==> src/sv/dau_pkg.sv <==
// shared types and codes for the duration arithmetic unit
`default_nettype none
package dau_pkg;

  typedef enum logic [2:0] {
    FUNC_ADD = 3'd0,
    FUNC_SUB = 3'd1,
    FUNC_MUL = 3'd2,
    FUNC_DIV = 3'd3,
    FUNC_RAT = 3'd4
  } func_e;

  typedef enum logic [1:0] {
    ERR_NONE = 2'd0,
    ERR_DIV0 = 2'd1,
    ERR_OVF  = 2'd2
  } err_e;

  localparam int unsigned FuncBits = 3;
  localparam int unsigned ScalarBits = 32;
  localparam int unsigned ErrBits = 2;

endpackage
`default_nettype wire

==> src/sv/duration_arith_unit_core.sv <==
// top level of the duration arithmetic unit: sequencer around serial mul and div
//
// channel  | dir | fields
// s_axis   | in  | tdata: func, a_ticks, a_unit, b_ticks, b_unit, scalar
// m_axis   | out | tdata: res_ticks, res_unit, quotient, error
//
// one item at a time, W = max(TICK_BITS, UNIT_BITS, 32): the multiplier is W bits wide
// and the divider 2*W. add/sub run the euclid loop (one division per step,
// up to about 1.5*UNIT_BITS steps), then two scaling divisions and two multiplies.
// mul takes one multiply, div one division, ratio two multiplies and a division.
// reset idles the sequencer. a held result stalls new input until taken.
`default_nettype none
module duration_arith_unit_core
  import dau_pkg::*;
#(
  parameter int unsigned TICK_BITS = 48,
  parameter int unsigned UNIT_BITS = 32
) (
  input  wire logic clk_i,
  input  wire logic rst_ni,
  input  wire logic s_axis_tvalid,
  output logic      s_axis_tready,
  // func, a_ticks, a_unit, b_ticks, b_unit, scalar (lowest first)
  input  wire logic [((FuncBits+2*TICK_BITS+2*UNIT_BITS+ScalarBits+7)/8)*8-1:0] s_axis_tdata,
  output logic      m_axis_tvalid,
  input  wire logic m_axis_tready,
  // res_ticks, res_unit, quotient, error (lowest first)
  output logic [((2*TICK_BITS+UNIT_BITS+ErrBits+7)/8)*8-1:0] m_axis_tdata
);

  localparam int unsigned T = TICK_BITS;
  localparam int unsigned U = UNIT_BITS;
  localparam int unsigned MW = (T > U) ? ((T > ScalarBits) ? T : ScalarBits)
                                       : ((U > ScalarBits) ? U : ScalarBits);
  localparam int unsigned PW = 2 * MW;
  localparam int unsigned OW = ((2*T+U+ErrBits+7)/8)*8;
  localparam int unsigned OP = OW - (2*T+U+ErrBits);

  typedef enum logic [8:0] {
    ST_IDLE  = 9'b000000001,
    ST_GCD   = 9'b000000010,
    ST_SCL   = 9'b000000100,
    ST_MULA  = 9'b000001000,
    ST_MULB  = 9'b000010000,
    ST_DIV   = 9'b000100000,
    ST_QDIV  = 9'b001000000,
    ST_FIN   = 9'b010000000,
    ST_OUT   = 9'b100000000
  } state_e;

  state_e state_q;

  logic [FuncBits-1:0] func_q;
  logic [T-1:0] am_q, bm_q;
  logic         an_q, bn_q;
  logic [U-1:0] au_q, bu_q, gx_q, gy_q;
  logic [ScalarBits-1:0] sc_q;
  logic [PW-1:0] pa_q, pb_q;
  logic [T-1:0]  rt_q, q_q;
  logic [U-1:0]  ru_q;
  logic [ErrBits-1:0] err_q;
  logic [1:0]    scl_q;

  // input unpack
  logic [FuncBits-1:0] in_func;
  logic [T-1:0] in_at, in_bt;
  logic [U-1:0] in_au, in_bu;
  logic [ScalarBits-1:0] in_sc;
  assign in_func = s_axis_tdata[FuncBits-1:0];
  assign in_at   = s_axis_tdata[FuncBits +: T];
  assign in_au   = s_axis_tdata[FuncBits+T +: U];
  assign in_bt   = s_axis_tdata[FuncBits+T+U +: T];
  assign in_bu   = s_axis_tdata[FuncBits+2*T+U +: U];
  assign in_sc   = s_axis_tdata[FuncBits+2*T+2*U +: ScalarBits];

  // serial multiplier
  logic          mul_start, mul_busy, mul_done;
  logic [MW-1:0] mul_a, mul_b;
  logic [2*MW-1:0] mul_p;
  dau_sermul #(.W(MW)) u_mul (
    .clk_i, .rst_ni, .start_i(mul_start), .a_i(mul_a), .b_i(mul_b),
    .busy_o(mul_busy), .done_o(mul_done), .prod_o(mul_p)
  );

  // serial divider, wide enough for the ratio
  logic          div_start, div_busy, div_done;
  logic [PW-1:0] div_n, div_d, div_quo, div_rem;
  dau_serdiv #(.W(PW)) u_div (
    .clk_i, .rst_ni, .start_i(div_start), .num_i(div_n), .den_i(div_d),
    .busy_o(div_busy), .done_o(div_done), .quo_o(div_quo), .rem_o(div_rem)
  );

  // saturating pack of sign and magnitude
  function automatic logic [T:0] sat_pack(input logic neg, input logic [PW:0] m);
    logic [PW:0]  lim;
    logic [T-1:0] mag;
    logic         ovf;
    lim = neg ? (PW+1)'({1'b1, {(T-1){1'b0}}}) : (PW+1)'({(T-1){1'b1}});
    ovf = m > lim;
    mag = ovf ? lim[T-1:0] : m[T-1:0];
    sat_pack = {ovf, neg ? (T)'(~mag + 1'b1) : mag};
  endfunction

  logic [PW:0] sum;
  logic        sum_neg, sn_eff;
  logic [T:0]  pk_add, pk_mul, pk_div, pk_q;

  always_comb begin
    sn_eff = (func_q == FUNC_SUB) ? !bn_q : bn_q;
    if (pb_q == '0) sn_eff = an_q;
    if (an_q == sn_eff) begin
      sum = {1'b0, pa_q} + {1'b0, pb_q};
      sum_neg = an_q;
    end else if (pa_q >= pb_q) begin
      sum = {1'b0, pa_q - pb_q};
      sum_neg = an_q;
    end else begin
      sum = {1'b0, pb_q - pa_q};
      sum_neg = sn_eff;
    end
    if (sum == '0) sum_neg = 1'b0;
  end

  assign pk_add = sat_pack(sum_neg, sum);
  assign pk_mul = sat_pack(an_q && (pa_q != '0), {1'b0, pa_q});
  assign pk_div = sat_pack(an_q && (div_quo != '0), {1'b0, div_quo});
  assign pk_q   = sat_pack((an_q != bn_q) && (div_quo != '0), {1'b0, div_quo});

  assign s_axis_tready = (state_q == ST_IDLE);
  assign m_axis_tvalid = (state_q == ST_OUT);
  assign m_axis_tdata  = {{OP{1'b0}}, err_q, q_q, ru_q, rt_q};

  always_comb begin
    mul_start = 1'b0;
    mul_a     = '0;
    mul_b     = '0;
    div_start = 1'b0;
    div_n     = '0;
    div_d     = '0;
    unique case (state_q)
      ST_GCD: begin
        div_start = !div_busy && !div_done && gy_q != '0;
        div_n = PW'(gx_q);
        div_d = PW'(gy_q);
      end
      ST_SCL: begin
        div_start = !div_busy && !div_done && scl_q != 2'd2;
        div_n = (scl_q == 2'd0) ? PW'(au_q) : PW'(bu_q);
        div_d = PW'(gx_q);
      end
      ST_MULA: begin
        mul_start = !mul_busy && !mul_done;
        mul_a = MW'(am_q);
        mul_b = (func_q == FUNC_MUL) ? MW'(sc_q) : MW'(au_q);
      end
      ST_MULB: begin
        mul_start = !mul_busy && !mul_done;
        mul_a = MW'(bm_q);
        mul_b = MW'(bu_q);
      end
      ST_DIV: begin
        div_start = !div_busy && !div_done;
        div_n = PW'(am_q);
        div_d = PW'(sc_q);
      end
      ST_QDIV: begin
        // a zero denominator leaves at once, with no division running behind
        div_start = !div_busy && !div_done && pb_q != '0;
        div_n = pa_q;
        div_d = pb_q;
      end
      default: ;
    endcase
  end

  always_ff @(posedge clk_i or negedge rst_ni) begin
    if (!rst_ni) begin
      state_q <= ST_IDLE;
      scl_q   <= '0;
    end else begin
      unique case (state_q)
        ST_IDLE: if (s_axis_tvalid) begin
          scl_q <= '0;
          unique case (in_func)
            FUNC_ADD, FUNC_SUB: state_q <= ST_GCD;
            FUNC_MUL, FUNC_RAT: state_q <= ST_MULA;
            FUNC_DIV: state_q <= (in_sc == '0) ? ST_OUT : ST_DIV;
            default: state_q <= ST_OUT;
          endcase
        end
        ST_GCD: begin
          if (gy_q == '0) begin
            state_q <= (gx_q == '0) ? ST_OUT : ST_SCL;
          end
        end
        ST_SCL: begin
          if (div_done) scl_q <= scl_q + 2'd1;
          if (scl_q == 2'd2) state_q <= ST_MULA;
        end
        ST_MULA: if (mul_done) begin
          state_q <= (func_q == FUNC_MUL) ? ST_FIN : ST_MULB;
        end
        ST_MULB: if (mul_done) begin
          state_q <= (func_q == FUNC_RAT) ? ST_QDIV : ST_FIN;
        end
        ST_QDIV: begin
          if (pb_q == '0) state_q <= ST_OUT;
          else if (div_done) state_q <= ST_FIN;
        end
        ST_DIV: if (div_done) state_q <= ST_FIN;
        ST_FIN: state_q <= ST_OUT;
        ST_OUT: if (m_axis_tready) state_q <= ST_IDLE;
        default: state_q <= ST_IDLE;
      endcase
    end
  end

  always_ff @(posedge clk_i) begin
    unique case (state_q)
      ST_IDLE: if (s_axis_tvalid) begin
        func_q <= in_func;
        an_q   <= in_at[T-1];
        bn_q   <= in_bt[T-1];
        am_q   <= in_at[T-1] ? (T)'(~in_at + 1'b1) : in_at;
        bm_q   <= in_bt[T-1] ? (T)'(~in_bt + 1'b1) : in_bt;
        au_q   <= in_au;
        bu_q   <= in_bu;
        gx_q   <= in_au;
        gy_q   <= in_bu;
        sc_q   <= in_sc;
        rt_q   <= '0;
        q_q    <= '0;
        ru_q   <= '0;
        err_q  <= ERR_NONE;
        if (in_func == FUNC_ADD || in_func == FUNC_SUB) begin
          if (in_au == '0 && in_bu == '0) err_q <= ERR_DIV0;
        end else if (in_func == FUNC_MUL || in_func == FUNC_DIV) begin
          ru_q <= in_au;
          if (in_func == FUNC_DIV && in_sc == '0) err_q <= ERR_DIV0;
        end
      end
      ST_GCD: if (div_done) begin
        gx_q <= gy_q;
        gy_q <= div_rem[U-1:0];
      end
      ST_SCL: if (div_done) begin
        // replace units by their quotient over the gcd
        if (scl_q == 2'd0) au_q <= div_quo[U-1:0];
        else bu_q <= div_quo[U-1:0];
      end
      ST_MULA: if (mul_done) pa_q <= mul_p[PW-1:0];
      ST_MULB: if (mul_done) pb_q <= mul_p[PW-1:0];
      ST_QDIV: if (pb_q == '0) err_q <= ERR_DIV0;
      ST_FIN: begin
        unique case (func_q)
          FUNC_ADD, FUNC_SUB: begin
            rt_q <= pk_add[T-1:0];
            ru_q <= gx_q;
            if (pk_add[T]) err_q <= ERR_OVF;
          end
          FUNC_MUL: begin
            rt_q <= pk_mul[T-1:0];
            if (pk_mul[T]) err_q <= ERR_OVF;
          end
          FUNC_DIV: begin
            rt_q <= pk_div[T-1:0];
            if (pk_div[T]) err_q <= ERR_OVF;
          end
          default: begin
            q_q <= pk_q[T-1:0];
            if (pk_q[T]) err_q <= ERR_OVF;
          end
        endcase
      end
      default: ;
    endcase
  end

endmodule
`default_nettype wire

==> src/sv/dau_serdiv.sv <==
// bit-serial restoring divider: one quotient bit per cycle
`default_nettype none
module dau_serdiv
  import dau_pkg::*;
#(
  parameter int unsigned W = 64
) (
  input  wire logic         clk_i,
  input  wire logic         rst_ni,
  input  wire logic         start_i,
  input  wire logic [W-1:0] num_i,
  input  wire logic [W-1:0] den_i,
  output logic              busy_o,
  output logic              done_o,
  output logic [W-1:0]      quo_o,
  output logic [W-1:0]      rem_o
);

  localparam int unsigned CntBits = $clog2(W + 1);

  logic [W-1:0]       n_q, d_q, r_q;
  logic [CntBits-1:0] cnt_q;
  logic               busy_q, done_q;
  logic [W:0]         trial;
  logic [W:0]         shifted;

  assign shifted = {r_q, n_q[W-1]};
  assign trial   = shifted - {1'b0, d_q};

  always_ff @(posedge clk_i or negedge rst_ni) begin
    if (!rst_ni) begin
      busy_q <= 1'b0;
      done_q <= 1'b0;
      cnt_q  <= '0;
    end else begin
      done_q <= 1'b0;
      if (start_i) begin
        busy_q <= 1'b1;
        cnt_q  <= CntBits'(W);
      end else if (busy_q) begin
        cnt_q <= cnt_q - 1'b1;
        if (cnt_q == CntBits'(1)) begin
          busy_q <= 1'b0;
          done_q <= 1'b1;
        end
      end
    end
  end

  always_ff @(posedge clk_i) begin
    if (start_i) begin
      n_q <= num_i;
      d_q <= den_i;
      r_q <= '0;
    end else if (busy_q) begin
      if (!trial[W]) begin
        r_q <= trial[W-1:0];
        n_q <= {n_q[W-2:0], 1'b1};
      end else begin
        r_q <= shifted[W-1:0];
        n_q <= {n_q[W-2:0], 1'b0};
      end
    end
  end

  assign busy_o = busy_q;
  assign done_o = done_q;
  assign quo_o  = n_q;
  assign rem_o  = r_q;

endmodule
`default_nettype wire

==> src/sv/dau_sermul.sv <==
// shift-and-add multiplier: one multiplier bit per cycle
`default_nettype none
module dau_sermul
  import dau_pkg::*;
#(
  parameter int unsigned W = 64
) (
  input  wire logic           clk_i,
  input  wire logic           rst_ni,
  input  wire logic           start_i,
  input  wire logic [W-1:0]   a_i,
  input  wire logic [W-1:0]   b_i,
  output logic                busy_o,
  output logic                done_o,
  output logic [2*W-1:0]      prod_o
);

  localparam int unsigned CntBits = $clog2(W + 1);

  logic [2*W-1:0]     acc_q;
  logic [W-1:0]       b_q;
  logic [CntBits-1:0] cnt_q;
  logic               busy_q, done_q;
  logic [W:0]         upper;

  // add into the upper half, then shift right with the carry
  assign upper = {1'b0, acc_q[2*W-1:W]} + (acc_q[0] ? {1'b0, b_q} : '0);

  always_ff @(posedge clk_i or negedge rst_ni) begin
    if (!rst_ni) begin
      busy_q <= 1'b0;
      done_q <= 1'b0;
      cnt_q  <= '0;
    end else begin
      done_q <= 1'b0;
      if (start_i) begin
        busy_q <= 1'b1;
        cnt_q  <= CntBits'(W);
      end else if (busy_q) begin
        cnt_q <= cnt_q - 1'b1;
        if (cnt_q == CntBits'(1)) begin
          busy_q <= 1'b0;
          done_q <= 1'b1;
        end
      end
    end
  end

  always_ff @(posedge clk_i) begin
    if (start_i) begin
      acc_q <= {{W{1'b0}}, a_i};
      b_q   <= b_i;
    end else if (busy_q) begin
      acc_q <= {upper, acc_q[W-1:1]};
    end
  end

  assign busy_o = busy_q;
  assign done_o = done_q;
  assign prod_o = acc_q;

endmodule
`default_nettype wire
==> config.mk <==
export PLATFORM = sky130hd
export DESIGN_NAME = duration_arith_unit_core
export DESIGN_NICKNAME = d
export VERILOG_FILES = /design/src/sv/dau_pkg.sv /design/src/sv/duration_arith_unit_core.sv /design/src/sv/dau_serdiv.sv /design/src/sv/dau_sermul.sv
export SDC_FILE = /design/constraint.sdc
export NUM_CORES = 2
export LEC_CHECK = 0
export BUFFER_PORTS_ARGS = -buffer_cell sky130_fd_sc_hd__clkbuf_2
export CAP_MARGIN = 20
export CORE_ASPECT_RATIO = 1.2
export CORE_MARGIN = 1
export CORE_UTILIZATION = 58
export DETAILED_ROUTE_END_ITERATION = 6
export GPL_TIMING_DRIVEN = 0
export HOLD_SLACK_MARGIN = 0.12
export PLACE_DENSITY_LB_ADDON = 0.08
export SYNTH_ARGS = -nofsm -noshare
export SYNTH_HDL_FRONTEND = slang
export SYNTH_SLANG_ARGS = --single-unit
==> constraint.sdc <==
create_clock -name clk_i -period 11.3 [get_ports clk_i]
set_clock_uncertainty 0.2 [all_clocks]
set_input_delay 0.565 -clock clk_i [delete_from_list [all_inputs] [get_ports clk_i]]
set_output_delay 0.565 -clock clk_i [all_outputs]
set_load 0.02 [all_outputs]
==> impl_metrics.toml, run 1 <==
[outcome]
run_status = "aborted with a tool error"
lastStage = "global routing (5_1_grt)"
firstError = "[ERROR GRT-0116] Global routing finished with congestion. Check the congestion regions in the DRC Viewer."

[logic_synthesis]
ys_ff_latch = 1027
yosysUniqueCellTypes = 111
avgSynthCellArea_um2 = 8.47
synth_edf_count = 855
async_reset_ff_frac = 0.0273
synth_flop_cell = "edfxtp_1"
synth_seq_area_share = 0.365
netlist_instances = 9472
yosysWarnings = 0
netlist_area_um2 = 80300

[place]
gp_congestion = 1.28
post-dp-hpwl_um = 338000
dp_slack_ps = -5410
io_buffers = 330

[die]
num_rows = 149
pin_count = 342
die_x_um = 342
initial_core_util = 0.584
die_height_um = 410

[global_route]
grt-ovfl-total = 4852
grt_pass1_vias = 103000
grt_first_pass_wirelength_um = 838000
track_usage = 0.833
grt_max_degree = 99

[clocking]
cts.sinks = 1027
htreeDepth = 3
cts_buffers = 104
clock-root-buffer = "clkbuf_16"
cts_buffer_depth = 3
-- logic make-up after synthesis --
logic type,after synthesis,synth area share
multiplexers,93,0.0117
AO/OA/AOI/OAI,3099,0.246
adder cells (fa/ha/maj),624,0.0977
other,1,0.0000467
XOR/XNOR,344,0.0377
AND/OR/NAND/NOR,3242,0.192
flip-flops,1027,0.365
buffers and inverters,1042,0.0502
-- Yosys cell counts, drive strengths merged, types with 134 or more instances --
cell	count	share of area
ha	619	0.096
and2	134	0.010
a21oi	856	0.053
o21ai	851	0.053
clkbuf	457	0.021
nor3	187	0.012
nor2	610	0.029
xnor2	274	0.030
edfxtp	855	0.32
nand4	201	0.016
a21o	155	0.014
inv	492	0.023
dfxtp	144	0.036
nand2	1268	0.059
nand3	212	0.013
nor4	197	0.016
-- per-layer routing --
layer | overflow | GRT usage
met5 | 53 | 0.399
met4 | 991 | 0.782
met3 | 523 | 0.693
met2 | 2622 | 0.989
met1 | 663 | 0.847
-- metrics by stage --
stage	instance area (µm²)	std cells	util	hold slack (ps)
after floorplan	80300	9477	-	69.4
after global placement	84200	11600	0.613	254
after CTS	94700	12300	0.690	135
after detailed placement	85000	11700	0.618	268
-- repair_timing --
item | 4_1_cts
pin swaps | 53
buffers inserted | 260
resized for setup | 364
hold buffers | 229
endpoints found under the setup margin | 58
hold endpoints to repair | 323
gates cloned | 1
==> run 2, diff against run 1 <==
--- a/config.mk
+++ b/config.mk
@@ -7,13 +7,11 @@
 export LEC_CHECK = 0
 export BUFFER_PORTS_ARGS = -buffer_cell sky130_fd_sc_hd__clkbuf_2
 export CAP_MARGIN = 20
-export CORE_ASPECT_RATIO = 1.2
 export CORE_MARGIN = 1
-export CORE_UTILIZATION = 58
+export CORE_UTILIZATION = 40
 export DETAILED_ROUTE_END_ITERATION = 6
 export GPL_TIMING_DRIVEN = 0
-export HOLD_SLACK_MARGIN = 0.12
-export PLACE_DENSITY_LB_ADDON = 0.08
+export PLACE_DENSITY_LB_ADDON = 0.15
 export SYNTH_ARGS = -nofsm -noshare
 export SYNTH_HDL_FRONTEND = slang
 export SYNTH_SLANG_ARGS = --single-unit
==> constraint.sdc (replaced) <==
create_clock -name clk_i -period 14.7 [get_ports clk_i]
set_clock_uncertainty 0.2 [all_clocks]
set_input_delay 0.735 -clock clk_i [delete_from_list [all_inputs] [get_ports clk_i]]
set_output_delay 0.735 -clock clk_i [all_outputs]
set_load 0.02 [all_outputs]
==> run 2 against run 1 <==
- the flow now finishes, with violations (design-rule violations, max-capacitance violations, negative setup slack)
- synthesized cell count is the same
- area after synthesis is the same
==> impl_metrics.toml, run 2 <==
[sta]
final_hold_viol_count = 0
final.period_utilization = 1.01
fmax_mhz = 67.4
hold_ws_ps = 34.9
finalSetupViolations = 2
slew_viol_final = 0
relSlewSlack = 0.0133
setup_slack_ps = -139
layout_min_cycle_time_ps = 14840
worst_pin_slew_ps = 1460
rsz0062_at_grt = "no"

[place]
post-dp-hpwl_um = 388000
dp.cells = 12500
gp_congestion = 1.11
dp_slack_ps = -1920
io_buffers = 330

[clocking]
cts_tree = "built"
htreeDepth = 3
clkLatencyLatePin_ps = 850
clock-root-buffer = "clkbuf_16"
cts.sinks = 1027
cts_buffers = 112
clkTransAtPathRegs_ps = 60
cts_buffer_depth = 3

[logic_synthesis]
synth_top_area_frac = 0.320
async_reset_ff_frac = 0.0273
synth_common_cells = "1268 x nand2_1, 855 x a21oi_1, 855 x edfxtp_1, 843 x o21ai_0, 619 x ha_1"
netlist_area_um2 = 80300
synth.most_common_cell = "nand2_1"
ys_ff_latch = 1027
netlist_instances = 9472
yosysUniqueCellTypes = 111
synth_seq_area_share = 0.365
synth_top_area_cell = "edfxtp_1"
avgSynthCellArea_um2 = 8.47
synth_edf_count = 855
synth_top_cells_by_area = "edfxtp_1 32%, ha_1 9.6%, nand2_1 5.9%"
synth_flop_cell = "edfxtp_1"
yosysWarnings = 0

[die]
pin_count = 342
die_height_um = 450
num_rows = 164
die_x_um = 450
fp.dieArea_um2 = 202000
initial_core_util = 0.402
core_area_um2 = 199000

[drt]
wirelength_um = 480000
drtPass1Iterations = 7
num_vias = 86400
vias_per_cell = 6.69
ant_nets = 0
wire_per_inst_um = 37.2
drtIter0Drc = 12300
drc = 65

[cells_and_area]
drive_above_1_share = 0.0907
mostFrequentLayoutCells = "1267 x nand2_1, 855 x edfxtp_1, 851 x a21oi_1"
synthToLayoutAreaGrowth_pct = 14.1
seqCellArea_um2 = 29300
stdcell_count = 12900
nets = 10900
final_common_cell = "nand2_1"
nFillCells = 19800
multiInputGateArea_um2 = 47400

[pwr]
p_seq_frac = 0.313
internal_power_mw = 8.59
finalPower_mw = 16.3
comb_power_share = 0.496
clkPwrFrac = 0.191
p_switching_mw = 7.71
p_sw_frac = 0.473
leakagePower_nw = 35.5
peakVddDrop_v = 0.000183
power_per_cell_area_nw_per_um2 = 178

[outcome]
run_status = "finished with violations"
failed_checks = "design-rule violations, max-capacitance violations, negative setup slack"

[global_route]
grt_pass1_vias = 79500
track_usage = 0.456
grt_max_degree = 99
grt-ovfl-total = 0
antenna_found_initial = 73
grt_first_pass_wirelength_um = 647000

[hold_path]
hold_path.class = "in -> reg"

[critical_path]
crit_type = "reg -> reg"
end_kind = "flip-flop"
cp_slowest_cell = "edfxtp_1"
max_stage_delay_ps = 810
path_max_fanout = 47
startpoint_type = "flip-flop"
arrival_ps = 15050
worstPathRequired_ps = 14910
crit_family = "compound AO/OA/AOI/OAI gates"
critPathBufInv = 6

[job]
drv_cap = 1
## run 2: cell counts after synthesis
No cell type changed its count.
## run 2: area by class of cell
type / count / area share
Sequential cell: 1027 / 0.319
Antenna cell: 42 / 0.00115
Buffer: 539 / 0.0237
Clock buffer: 135 / 0.0324
Multi-Input combinational cell: 7408 / 0.517
Tap cell: 2656 / 0.0363
Clock inverter: 77 / 0.0113
Inverter: 503 / 0.0208
Timing Repair Buffer: 514 / 0.0376
## run 2: worst reg2reg max path, delay by kind of cell, from the launching register on
family | cells | cell delay (ps)
AOI/OAI and AO/OA | 21 | 6660
adders and majority gates | 3 | 1290
buffers and inverters | 6 | 2110
and+or+nand+nor | 11 | 3390
DFF | 1 | 810
## run 2: final timing paths
check | start | endpoint | slack [ps] | cells after the start
max in group asynchronous | rst_ni | state_q[0] | 13560 | 3
max | pa_q[26] | rt_q[46] | -140 | 41
max reg2reg | pa_q[26] | rt_q[46] | -140 | 41
min reg2reg | u_mul.prod_o[10] | pb_q[10] | 230 | 0
min | s_axis_tdata[183] | sc_q[20] | 30 | 1
min in group asynchronous | rst_ni | u_mul.cnt_q[1] | 220 | 2
## run 2: per-layer routing
metal / track usage / routed length [µm]
met5: 0.00805 / 517
met4: 0.356 / 45900
met3: 0.131 / 52200
met2: 0.687 / 205000
met1: 0.544 / 177000
## run 2: logic make-up after synthesis
family,after synthesis,synth area share
simple gates,3242,0.192
mux,93,0.0117
flops,1027,0.365
xor+xnor,344,0.0377
fa+ha+maj,624,0.0977
other cells,1,0.0000467
buf+inv,1042,0.0502
compound gates,3099,0.246
## run 2: timing repair
item	4_1_cts	5_1_grt
hold buffers	17	0
pin swaps	1	1
hold endpoints to repair	43	0
resized for setup	30	42
setup endpoints to repair	30	23
setup buffers	40	27
## run 2: metrics by stage
step / TNS (ps) / cell area [µm²] / utilization
global placement: -126990 / 85300 / 0.427
floorplan: 0 / 80300 / -
detailed placement: -33280 / 86300 / 0.433
global route: 0 / 91500 / 0.459
CTS: 0 / 90900 / 0.456
finish: -197 / 91600 / 0.459
## run 2: power groups by stage
stage                     Clock (mW)  Sequential (mW)  Combinational, mW
after floorplan                    0             4.95               4.56
after global placement             0             5.20               7.44
after detailed placement           0             5.11               7.75
after CTS                       3.12             5.06               7.80
after global routing            3.23             5.13               8.52
final                           3.11             5.11               8.09
Power figures use the tool's default switching activity.
